==> src/ptq_pkg.sv <==
// Package for the paced transmit queue: codes, widths and reset constants.
// No dependencies; used by the interfaces and the top-level module under src.
`default_nettype none

package ptq_pkg;

    localparam int QUEUE_DEPTH_DEF = 64;

    localparam int TAG_W   = 16;
    localparam int DUR_W   = 16;
    localparam int GAP_W   = 16;
    localparam int CD_W    = 17;
    localparam int LIMIT_W = 7;
    localparam int LEVEL_W = 7;
    localparam int MODE_W  = 2;
    localparam int EV_W    = 2;

    localparam int APB_DATA_W = 32;
    localparam int APB_ADDR_W = 2;

    localparam logic [MODE_W-1:0] MODE_ARRIVE = 2'd0;
    localparam logic [MODE_W-1:0] MODE_SLOWER = 2'd1;
    localparam logic [MODE_W-1:0] MODE_FASTER = 2'd2;
    localparam logic [MODE_W-1:0] MODE_TICK   = 2'd3;

    localparam logic [EV_W-1:0] EV_NONE = 2'd0;
    localparam logic [EV_W-1:0] EV_SENT = 2'd1;
    localparam logic [EV_W-1:0] EV_DROP = 2'd2;

    localparam logic [APB_ADDR_W-1:0] ADDR_QUEUE_LIMIT = 2'd0;

    localparam logic [LIMIT_W-1:0] LIMIT_RESET = 7'd64;
    localparam logic [GAP_W-1:0]   GAP_MAX     = 16'hFFFF;

endpackage

`default_nettype wire

==> src/ptq_if.sv <==
// Valid/ready channel interfaces for request beats and result beats.
// Depends on ptq_pkg for field widths.
`default_nettype none

interface ptq_in_if;
    logic                        valid;
    logic                        ready;
    logic [ptq_pkg::MODE_W-1:0]  mode;
    logic [ptq_pkg::TAG_W-1:0]   packet_tag;
    logic [ptq_pkg::DUR_W-1:0]   packet_duration;

    modport source (output valid, mode, packet_tag, packet_duration, input ready);
    modport sink   (input valid, mode, packet_tag, packet_duration, output ready);
endinterface

interface ptq_out_if;
    logic                         valid;
    logic                         ready;
    logic [ptq_pkg::EV_W-1:0]     event_res;
    logic [ptq_pkg::TAG_W-1:0]    sent_tag;
    logic [ptq_pkg::LEVEL_W-1:0]  queue_level;
    logic [ptq_pkg::GAP_W-1:0]    gap_now;

    modport source (output valid, event_res, sent_tag, queue_level, gap_now, input ready);
    modport sink   (input valid, event_res, sent_tag, queue_level, gap_now, output ready);
endinterface

`default_nettype wire

==> src/ptq_ram.sv <==
// Generic simple dual-port RAM: one write port, one read port, registered read.
// No dependencies.
`default_nettype none

module ptq_ram #(
    parameter int  WIDTH = 32,
    parameter int  DEPTH = 64,
    localparam int AW    = (DEPTH > 1) ? $clog2(DEPTH) : 1
) (
    input  wire logic             clk,
    input  wire logic             we,
    input  wire logic [AW-1:0]    waddr,
    input  wire logic [WIDTH-1:0] wdata,
    input  wire logic [AW-1:0]    raddr,
    output logic      [WIDTH-1:0] rdata
);

    logic [WIDTH-1:0] mem [DEPTH];

    always_ff @(posedge clk)
    begin
        if (we)
        begin
            mem[waddr] <= wdata;
        end
        rdata <= mem[raddr];
    end

endmodule

`default_nettype wire

==> src/paced_transmit_queue_with_drop_unit.sv <==
// Top level of the paced transmit queue with tail drop and feedback pacing.
// Depends on ptq_pkg, ptq_in_if / ptq_out_if and ptq_ram.
//
//  port     dir   beat contents
//  req      in    mode, packet_tag, packet_duration
//  rsp      out   event_res, sent_tag, queue_level, gap_now
//  apb      in    queue_limit at byte address 0
//
// One beat per cycle: each request is handled in the cycle it is accepted and its
// result lands in the output register at the same edge. The packet store is a
// registered-read RAM; the next head is read ahead from the next read pointer, with
// a bypass for a write to that address. req.ready drops only while a result is held
// and rsp is stalled. Reset is immediate; no clearing pass.
`default_nettype none

module paced_transmit_queue_with_drop_unit #(
    parameter int QUEUE_DEPTH = ptq_pkg::QUEUE_DEPTH_DEF
) (
    input  wire logic                              clk,
    input  wire logic                              rst_n,
    input  wire logic                              psel,
    input  wire logic                              penable,
    input  wire logic                              pwrite,
    input  wire logic [ptq_pkg::APB_ADDR_W-1:0]    paddr,
    input  wire logic [ptq_pkg::APB_DATA_W-1:0]    pwdata,
    output logic      [ptq_pkg::APB_DATA_W-1:0]    prdata,
    output logic                                   pready,
    ptq_in_if.sink                                 req,
    ptq_out_if.source                              rsp
);

    import ptq_pkg::*;

    localparam int AW    = (QUEUE_DEPTH > 1) ? $clog2(QUEUE_DEPTH) : 1;
    localparam int CW    = $clog2(QUEUE_DEPTH + 1);
    localparam int LW    = (CW > LIMIT_W) ? CW : LIMIT_W;
    localparam int WORD_W = TAG_W + DUR_W;

    logic [LIMIT_W-1:0] limit_reg;

    logic [AW-1:0]      rd_ptr_reg, rd_ptr_next;
    logic [AW-1:0]      wr_ptr_reg, wr_ptr_next;
    logic [CW-1:0]      count_reg, count_next;
    logic               sending_reg, sending_next;
    logic [CD_W-1:0]    cd_reg, cd_next;
    logic [GAP_W-1:0]   gap_reg, gap_next;

    logic               byp_valid_reg, byp_valid_next;
    logic [WORD_W-1:0]  byp_data_reg;

    logic               out_valid_reg, out_valid_next;
    logic [EV_W-1:0]    ev_reg, ev_next;
    logic [TAG_W-1:0]   tag_reg, tag_next;
    logic [LEVEL_W-1:0] level_reg;
    logic [GAP_W-1:0]   gap_out_reg;

    logic               ram_we;
    logic [WORD_W-1:0]  ram_wdata;
    logic [WORD_W-1:0]  ram_rdata;
    logic [WORD_W-1:0]  head_word;
    logic [TAG_W-1:0]   head_tag;
    logic [DUR_W-1:0]   head_dur;

    logic               accept;
    logic               full;
    logic               cfg_write;
    logic [CD_W-1:0]    cd_dec;
    logic [LW-1:0]      cnt_ext;
    logic [LW-1:0]      lim_ext;

    // apb
    assign pready    = 1'b1;
    assign cfg_write = psel && penable && pwrite && (paddr == ADDR_QUEUE_LIMIT);
    assign prdata    = (paddr == ADDR_QUEUE_LIMIT) ? APB_DATA_W'(limit_reg) : '0;

    always_ff @(posedge clk or negedge rst_n)
    begin
        if (!rst_n)
        begin
            limit_reg <= LIMIT_RESET;
        end
        else if (cfg_write)
        begin
            limit_reg <= pwdata[LIMIT_W-1:0];
        end
    end

    // handshake
    assign req.ready = !out_valid_reg || rsp.ready;
    assign accept    = req.valid && req.ready;

    // packet store
    assign ram_wdata = {req.packet_tag, req.packet_duration};
    assign head_word = byp_valid_reg ? byp_data_reg : ram_rdata;
    assign head_tag  = head_word[WORD_W-1:DUR_W];
    assign head_dur  = head_word[DUR_W-1:0];

    ptq_ram #(
        .WIDTH (WORD_W),
        .DEPTH (QUEUE_DEPTH)
    ) u_store (
        .clk   (clk),
        .we    (ram_we),
        .waddr (wr_ptr_reg),
        .wdata (ram_wdata),
        .raddr (rd_ptr_next),
        .rdata (ram_rdata)
    );

    assign cnt_ext = LW'(count_reg);
    assign lim_ext = LW'(limit_reg);
    assign full    = (cnt_ext >= lim_ext) || (count_reg >= CW'(QUEUE_DEPTH));
    assign cd_dec  = (cd_reg != '0) ? cd_reg - 1'b1 : '0;

    always_comb
    begin
        rd_ptr_next  = rd_ptr_reg;
        wr_ptr_next  = wr_ptr_reg;
        count_next   = count_reg;
        sending_next = sending_reg;
        cd_next      = cd_reg;
        gap_next     = gap_reg;
        ram_we       = 1'b0;
        ev_next      = EV_NONE;
        tag_next     = '0;

        if (accept)
        begin
            case (req.mode)
                MODE_ARRIVE:
                begin
                    if (full)
                    begin
                        ev_next  = EV_DROP;
                        tag_next = req.packet_tag;
                    end
                    else if (!sending_reg)
                    begin
                        // idle means empty: send straight through
                        ev_next      = EV_SENT;
                        tag_next     = req.packet_tag;
                        sending_next = 1'b1;
                        cd_next      = CD_W'(req.packet_duration) + CD_W'(gap_reg);
                    end
                    else
                    begin
                        ram_we      = 1'b1;
                        wr_ptr_next = (wr_ptr_reg == AW'(QUEUE_DEPTH - 1)) ? '0
                                                                           : wr_ptr_reg + 1'b1;
                        count_next  = count_reg + 1'b1;
                    end
                end
                MODE_SLOWER:
                begin
                    if (gap_reg != GAP_MAX)
                    begin
                        gap_next = gap_reg + 1'b1;
                    end
                end
                MODE_FASTER:
                begin
                    gap_next = (gap_reg >= GAP_W'(2)) ? gap_reg - GAP_W'(2) : '0;
                end
                MODE_TICK:
                begin
                    if (sending_reg)
                    begin
                        cd_next = cd_dec;
                        if (cd_dec == '0)
                        begin
                            if (count_reg != '0)
                            begin
                                ev_next     = EV_SENT;
                                tag_next    = head_tag;
                                cd_next     = CD_W'(head_dur) + CD_W'(gap_reg);
                                rd_ptr_next = (rd_ptr_reg == AW'(QUEUE_DEPTH - 1)) ? '0
                                                                                   : rd_ptr_reg + 1'b1;
                                count_next  = count_reg - 1'b1;
                            end
                            else
                            begin
                                sending_next = 1'b0;
                            end
                        end
                    end
                end
                default:
                begin
                end
            endcase
        end
    end

    // write landing on next cycle's head address
    assign byp_valid_next = ram_we && (wr_ptr_reg == rd_ptr_next);
    assign out_valid_next = accept || (out_valid_reg && !rsp.ready);

    always_ff @(posedge clk or negedge rst_n)
    begin
        if (!rst_n)
        begin
            rd_ptr_reg    <= '0;
            wr_ptr_reg    <= '0;
            count_reg     <= '0;
            sending_reg   <= 1'b0;
            cd_reg        <= '0;
            gap_reg       <= '0;
            byp_valid_reg <= 1'b0;
            out_valid_reg <= 1'b0;
        end
        else
        begin
            rd_ptr_reg    <= rd_ptr_next;
            wr_ptr_reg    <= wr_ptr_next;
            count_reg     <= count_next;
            sending_reg   <= sending_next;
            cd_reg        <= cd_next;
            gap_reg       <= gap_next;
            byp_valid_reg <= byp_valid_next;
            out_valid_reg <= out_valid_next;
        end
    end

    always_ff @(posedge clk)
    begin
        byp_data_reg <= ram_wdata;
        if (accept)
        begin
            ev_reg      <= ev_next;
            tag_reg     <= tag_next;
            level_reg   <= LEVEL_W'(count_next);
            gap_out_reg <= gap_next;
        end
    end

    assign rsp.valid       = out_valid_reg;
    assign rsp.event_res   = ev_reg;
    assign rsp.sent_tag    = tag_reg;
    assign rsp.queue_level = level_reg;
    assign rsp.gap_now     = gap_out_reg;

endmodule

`default_nettype wire
==> src/flat_wrapper.sv <==
// flat-port wrapper written by rule: the top's interface ports become plain ports
module paced_transmit_queue_with_drop_unit_flat import ptq_pkg::*;
#(
    parameter int QUEUE_DEPTH = ptq_pkg::QUEUE_DEPTH_DEF
)
  (clk, rst_n, psel, penable, pwrite, paddr, pwdata, prdata, pready, req_valid, req_mode, req_packet_tag, req_packet_duration, req_ready, rsp_valid, rsp_event_res, rsp_sent_tag, rsp_queue_level, rsp_gap_now, rsp_ready);
  ptq_in_if req_i ();
  ptq_out_if rsp_i ();
  input  wire logic clk;
  input  wire logic rst_n;
  input  wire logic psel;
  input  wire logic penable;
  input  wire logic pwrite;
  input  wire logic [ptq_pkg::APB_ADDR_W-1:0] paddr;
  input  wire logic [ptq_pkg::APB_DATA_W-1:0] pwdata;
  output logic      [ptq_pkg::APB_DATA_W-1:0] prdata;
  output logic pready;
  input wire logic [$bits(req_i.valid)-1:0] req_valid;
  input wire logic [$bits(req_i.mode)-1:0] req_mode;
  input wire logic [$bits(req_i.packet_tag)-1:0] req_packet_tag;
  input wire logic [$bits(req_i.packet_duration)-1:0] req_packet_duration;
  output wire logic [$bits(req_i.ready)-1:0] req_ready;
  output wire logic [$bits(rsp_i.valid)-1:0] rsp_valid;
  output wire logic [$bits(rsp_i.event_res)-1:0] rsp_event_res;
  output wire logic [$bits(rsp_i.sent_tag)-1:0] rsp_sent_tag;
  output wire logic [$bits(rsp_i.queue_level)-1:0] rsp_queue_level;
  output wire logic [$bits(rsp_i.gap_now)-1:0] rsp_gap_now;
  input wire logic [$bits(rsp_i.ready)-1:0] rsp_ready;
  assign req_i.valid = req_valid;
  assign req_i.mode = req_mode;
  assign req_i.packet_tag = req_packet_tag;
  assign req_i.packet_duration = req_packet_duration;
  assign req_ready = req_i.ready;
  assign rsp_valid = rsp_i.valid;
  assign rsp_event_res = rsp_i.event_res;
  assign rsp_sent_tag = rsp_i.sent_tag;
  assign rsp_queue_level = rsp_i.queue_level;
  assign rsp_gap_now = rsp_i.gap_now;
  assign rsp_i.ready = rsp_ready;
  paced_transmit_queue_with_drop_unit #(.QUEUE_DEPTH(QUEUE_DEPTH)) u_core (.clk(clk), .rst_n(rst_n), .psel(psel), .penable(penable), .pwrite(pwrite), .paddr(paddr), .pwdata(pwdata), .prdata(prdata), .pready(pready), .req(req_i), .rsp(rsp_i));
endmodule
==> config.mk <==
export PLATFORM = sky130hd
export DESIGN_NAME = paced_transmit_queue_with_drop_unit_flat
export DESIGN_NICKNAME = d
export VERILOG_FILES = /design/src/ptq_pkg.sv /design/src/ptq_if.sv /design/src/ptq_ram.sv /design/src/paced_transmit_queue_with_drop_unit.sv /design/src/flat_wrapper.sv
export SDC_FILE = /design/constraint.sdc
export NUM_CORES = 2
export LEC_CHECK = 0
export BUFFER_PORTS_ARGS = -buffer_cell sky130_fd_sc_hd__buf_2
export CAP_MARGIN = 20
export CORE_MARGIN = 2
export CORE_UTILIZATION = 60
export DETAILED_ROUTE_END_ITERATION = 10
export PLACE_DENSITY = 0.77
export SYNTH_ARGS = -nofsm -noshare
export SYNTH_HDL_FRONTEND = slang
export SYNTH_SLANG_ARGS = --single-unit
==> constraint.sdc <==
create_clock -name clk -period 6.45 [get_ports clk]
set_input_delay 0.3225 -clock clk [delete_from_list [all_inputs] [get_ports clk]]
set_output_delay 0.3225 -clock clk [all_outputs]
set_load 0.03 [all_outputs]
==> results.txt <==
----------------------------------------------------
[Outcome]
  Run status ... completed

[Power and ir drop]
  Leakage power total ... ~36 nW
  Pwr dens ... 301.8 nW/µm²
  Maximum vdd drop ... 0.0002989 V

[Global routing]
  Vias in the first global route ... around 55000
  Global-route congestion overflow total ... 0
  Global-route wire length before repair ... approximately 360000 µm
  Largest net degree at the start of global routing ... 120
  GRT Overall Usage ... between 30% and 40%
  Antenna violations before repair ... 25

[Die]
  Die height ... 389.2 µm
  Area inside the core boundary ... between 100000 and 150000 µm²
  Overall die area ... around 150000 µm²
  I/O pin count ... between 150 and 200
  Initial Utilization ... between 60% and 70%
  Horiz. Die Dim ... about 390 µm
  Standard-cell rows ... around 140

[Placement]
  DP HPWL ... 144700 µm
  Cell area after placement ... 93300 µm²
  Placer Congestion ... around 0.89
  IO buf count ... 99

[Timing]
  Normalized max-slew margin ... approximately 22%
  Transition time at the pin with the least slew margin ... around 1.2 ns
  Period utilization ... 87.55%
  Count of final hold-check violations ... 0
  Top achievable clock speed ... around 0.18 GHz
  Post-route setup TNS ... 0 ns
  Setup violators final ... 0
  Crit path time final ... about 5.6 ns
  Setup repair after global routing missed its margin ... false
  Worst clock skew ... between 0.05 and 0.06 ns
  Number of pins with negative max-slew slack in the final report ... 0

[Cells and area]
  # fillers ... about 9400
  Final Instance Area ... approximately 100000 µm²
  Flip-flop count of the largest register, all copies and words added ... roughly 2000
  Count of nets after finishing ... about 6700
  Area of combinational cells with multiple inputs ... approximately 22000 µm²
  Register area ... roughly 66000 µm²
  Fraction of layout instances using a drive strength above 1 ... 13.01%
  Growth of design area from synthesis to finish ... 12.62%

[Logic synthesis]
  Register bit count reported by yosys ... between 2000 and 2500
  Count of unique library cells instantiated by Yosys ... between 80 and 90
  Top area cells in the synthesized netlist ... sky130_fd_sc_hd__edfxtp_1 (70%), sky130_fd_sc_hd__nand2_1 (5.8%), sky130_fd_sc_hd__nand3_1 (4.4%), sky130_fd_sc_hd__mux2i_1 (3.3%), sky130_fd_sc_hd__mux4_2 (2.3%)
  Total number of yosys warnings ... 0
  Avg Synthesized Cell Area ... 14.05 µm²
  Post-Synthesis Cells ... between 6000 and 7000
  Main flop type after synthesis ... sky130_fd_sc_hd__edfxtp_1
  Number of flops mapped to enable cells by yosys ... approximately 2100
  Async set or reset register ratio after synthesis ... approximately 2.8%
  Share of synthesized area occupied by flip-flops and latches ... 73.64%
  Post-Syn Area ... 89030 µm²
  Area share of the leading cell type in the synthesized netlist ... 70.46%
  Cell type with the largest total area after synthesis ... sky130_fd_sc_hd__edfxtp_1

[Detailed routing]
  Vias after detailed routing ... 57320
  Detail-routed via count per cell ... 6.627
  TritonRoute pass-1 iters ... 6
  Routed wire per std cell ... between 20 and 30 µm
  Overall routed net length ... 251400 µm
  Number of antenna-violating nets in the routed design ... 0
  Number of DRC markers after the initial detailed-route iteration ... approximately 9000
  DRC viols ... 0

[Setup path]
  Setup slack on the worst flop-to-flop path ... roughly 0.80 ns
  Nature of the critical path endpoint ... register
  Critical path start-end classification ... register to register
  Required time worst endpoint ... 7.26 ns
  Critical path peak fanout ... 62
  Arrival time reported for the critical path endpoint ... 6.45 ns
  Type of element launching the critical path ... register

[Clocking]
  Clock-pin slew on the worst setup and hold paths ... 0.07 ns
  # hold bufs at CTS ... 21
  Number of buffers inserted to repair setup after CTS ... 0
  Count of clock tree sinks ... between 2000 and 2500
  Clock root buffer ... sky130_fd_sc_hd__clkbuf_16
  Number of resized instances in the post-cts repair step ... 0
  TritonCTS clock tree ... built
  Max Root-Sink Buffers ... 3
  Clock latency reported for the late side of the worst-skew pair ... roughly 0.88 ns
  TritonCTS Buffers ... 204
  H-tree levels ... 4

[Job]
  Count of max-cap constraint violations ... 0

[Hold path]
  Type of the most critical hold path ... input port to register

----------------------------------------------------
-- kinds of logic after synthesis --
family	Yosys count	share of synthesized area [%]
flops	2215	73.64
buf+inv	444	2.279
other cells	2	0.008435
xor+xnor	50	0.4919
compound gates	551	3.817
fa+ha+maj	55	0.7898
mux	426	6.140
simple gates	2594	12.83
-- report_power, final --
| group | switching [W] | total [W] | internal [W] | leakage (nW) |
|---|---|---|---|---|
| clock network | 0.00533 | 0.0120 | 0.00665 | 3.24 |
| logic | 0.00135 | 0.00207 | 0.000721 | 12.4 |
| registers | 0.000294 | 0.0162 | 0.0159 | 20.1 |
| total | 0.00697 | 0.0303 | 0.0233 | 35.8 |
-- per-stage QoR --
stage | hold slack [ns] | worst slack [ns] | instances | util, % | power (W)
after floorplan | 0.02691 | 0.4679 | 6361 | - | 0.01775
after global placement | 0.4873 | 1.007 | 8246 | 63.24 | 0.01847
after detailed placement | 0.4948 | 0.9042 | 8248 | 63.26 | 0.01853
after CTS | 0.01434 | 0.8880 | 8640 | 67.90 | 0.03025
after global routing | 0.05663 | 0.5984 | 8648 | 67.99 | 0.03102
final | 0.05317 | 0.8028 | 8650 | 67.99 | 0.03027
-- layout make-up --
class	instances	share of cell area [%]
Antenna cell	2	0.004991
Clock buffer	261	5.435
Clock inverter	110	1.185
Inverter	46	0.1922
Multi-Input combinational cell	3702	22.06
Sequential cell	2215	65.38
Tap cell	1930	2.408
Timing Repair Buffer	384	3.330
-- cells in the final DEF, fill, tap and decap left out, drive strengths merged, types with 9 or more instances in the layout --
cell / count
or4: 32
buf: 359
o22ai: 65
nor2: 181
conb: 26
dfxtp: 64
ha: 53
clkbuf: 261
a22oi: 22
nor2b: 9
a31oi: 46
xor2: 16
clkinv: 88
nor4: 93
xnor2: 34
nand4: 17
o21ai: 65
nand2b: 12
inv: 52
a21oi: 223
mux4: 92
nand2: 1376
bufinv: 16
o31ai: 9
mux2i: 296
nand3: 789
a21o: 14
edfxtp: 2089
mux2: 38
and3: 10
o211ai: 13
nor3: 38
dlygate4sd3: 25
o2111ai: 42
dfrtp: 61
-- cells in the mapped netlist, drive strengths merged, types with 6 or more instances --
master   count
dfrtp       61
xor2        16
o211ai      13
o221ai       6
nor4        93
and2         7
nand3      789
inv         46
a41oi        6
nand2b      12
ha          53
and3        10
mux4        92
nand4       17
mux2i      296
xnor2       34
or4         32
edfxtp    2089
nor3        38
nand2     1376
o2111ai     42
nor3b        8
a31oi       46
nor2       181
o22ai       65
mux2        38
a22oi       22
o31ai        9
clkbuf     198
dfxtp       64
a21oi      223
buf        200
a21o        14
nor2b        9
o21ai       65
-- routing by layer --
metal | up-vias | part of all wire (%) | GRT usage [%]
met3 | 785 | 14 | 9.184
li1 | 24070 | - | -
met1 | 28110 | 35 | 43.45
met4 | 20 | 5.3 | 16.36
met2 | 4333 | 46 | 50.72
met5 | - | 0.060 | 0
-- path summary, 6_finish.rpt --
check / start / end / cells after the start
max: u_core.cd_reg[0]$_DFFE_PN0P_ / u_core.u_store.rdata[18]$_DFF_P_ / 16
min: req_packet_tag[3] / u_core.byp_data_reg[19]$_DFF_P_ / 2
max reg2reg: u_core.cd_reg[0]$_DFFE_PN0P_ / u_core.u_store.rdata[18]$_DFF_P_ / 16
min reg2reg: u_core.lim_ext[5]$_DFFE_PN0P_ / u_core.lim_ext[5]$_DFFE_PN0P_ / 1
max in group asynchronous: rst_n / u_core.cd_reg[1]$_DFFE_PN0P_ / 3
min in group asynchronous: rst_n / u_core.gap_reg[7]$_DFF_PN0_ / 3
-- critical path, cell delays in order, from the launching register on --
cell	delay [ns]
sky130_fd_sc_hd__dfrtp_1	0.44
sky130_fd_sc_hd__inv_1	0.10
sky130_fd_sc_hd__ha_1	0.22
sky130_fd_sc_hd__nor3b_4	0.42
sky130_fd_sc_hd__nand3_2	0.21
sky130_fd_sc_hd__o21ai_2	0.29
sky130_fd_sc_hd__nand4_1	0.25
sky130_fd_sc_hd__o31a_1	0.52
sky130_fd_sc_hd__o21a_4	0.51
sky130_fd_sc_hd__inv_8	0.52
sky130_fd_sc_hd__buf_12	0.28
sky130_fd_sc_hd__buf_4	0.31
sky130_fd_sc_hd__nand2_1	0.10
sky130_fd_sc_hd__nand3_1	0.10
sky130_fd_sc_hd__a21oi_1	0.08
sky130_fd_sc_hd__nor4_1	0.92
sky130_fd_sc_hd__or4_1	0.22
Power figures use the tool's default switching activity.
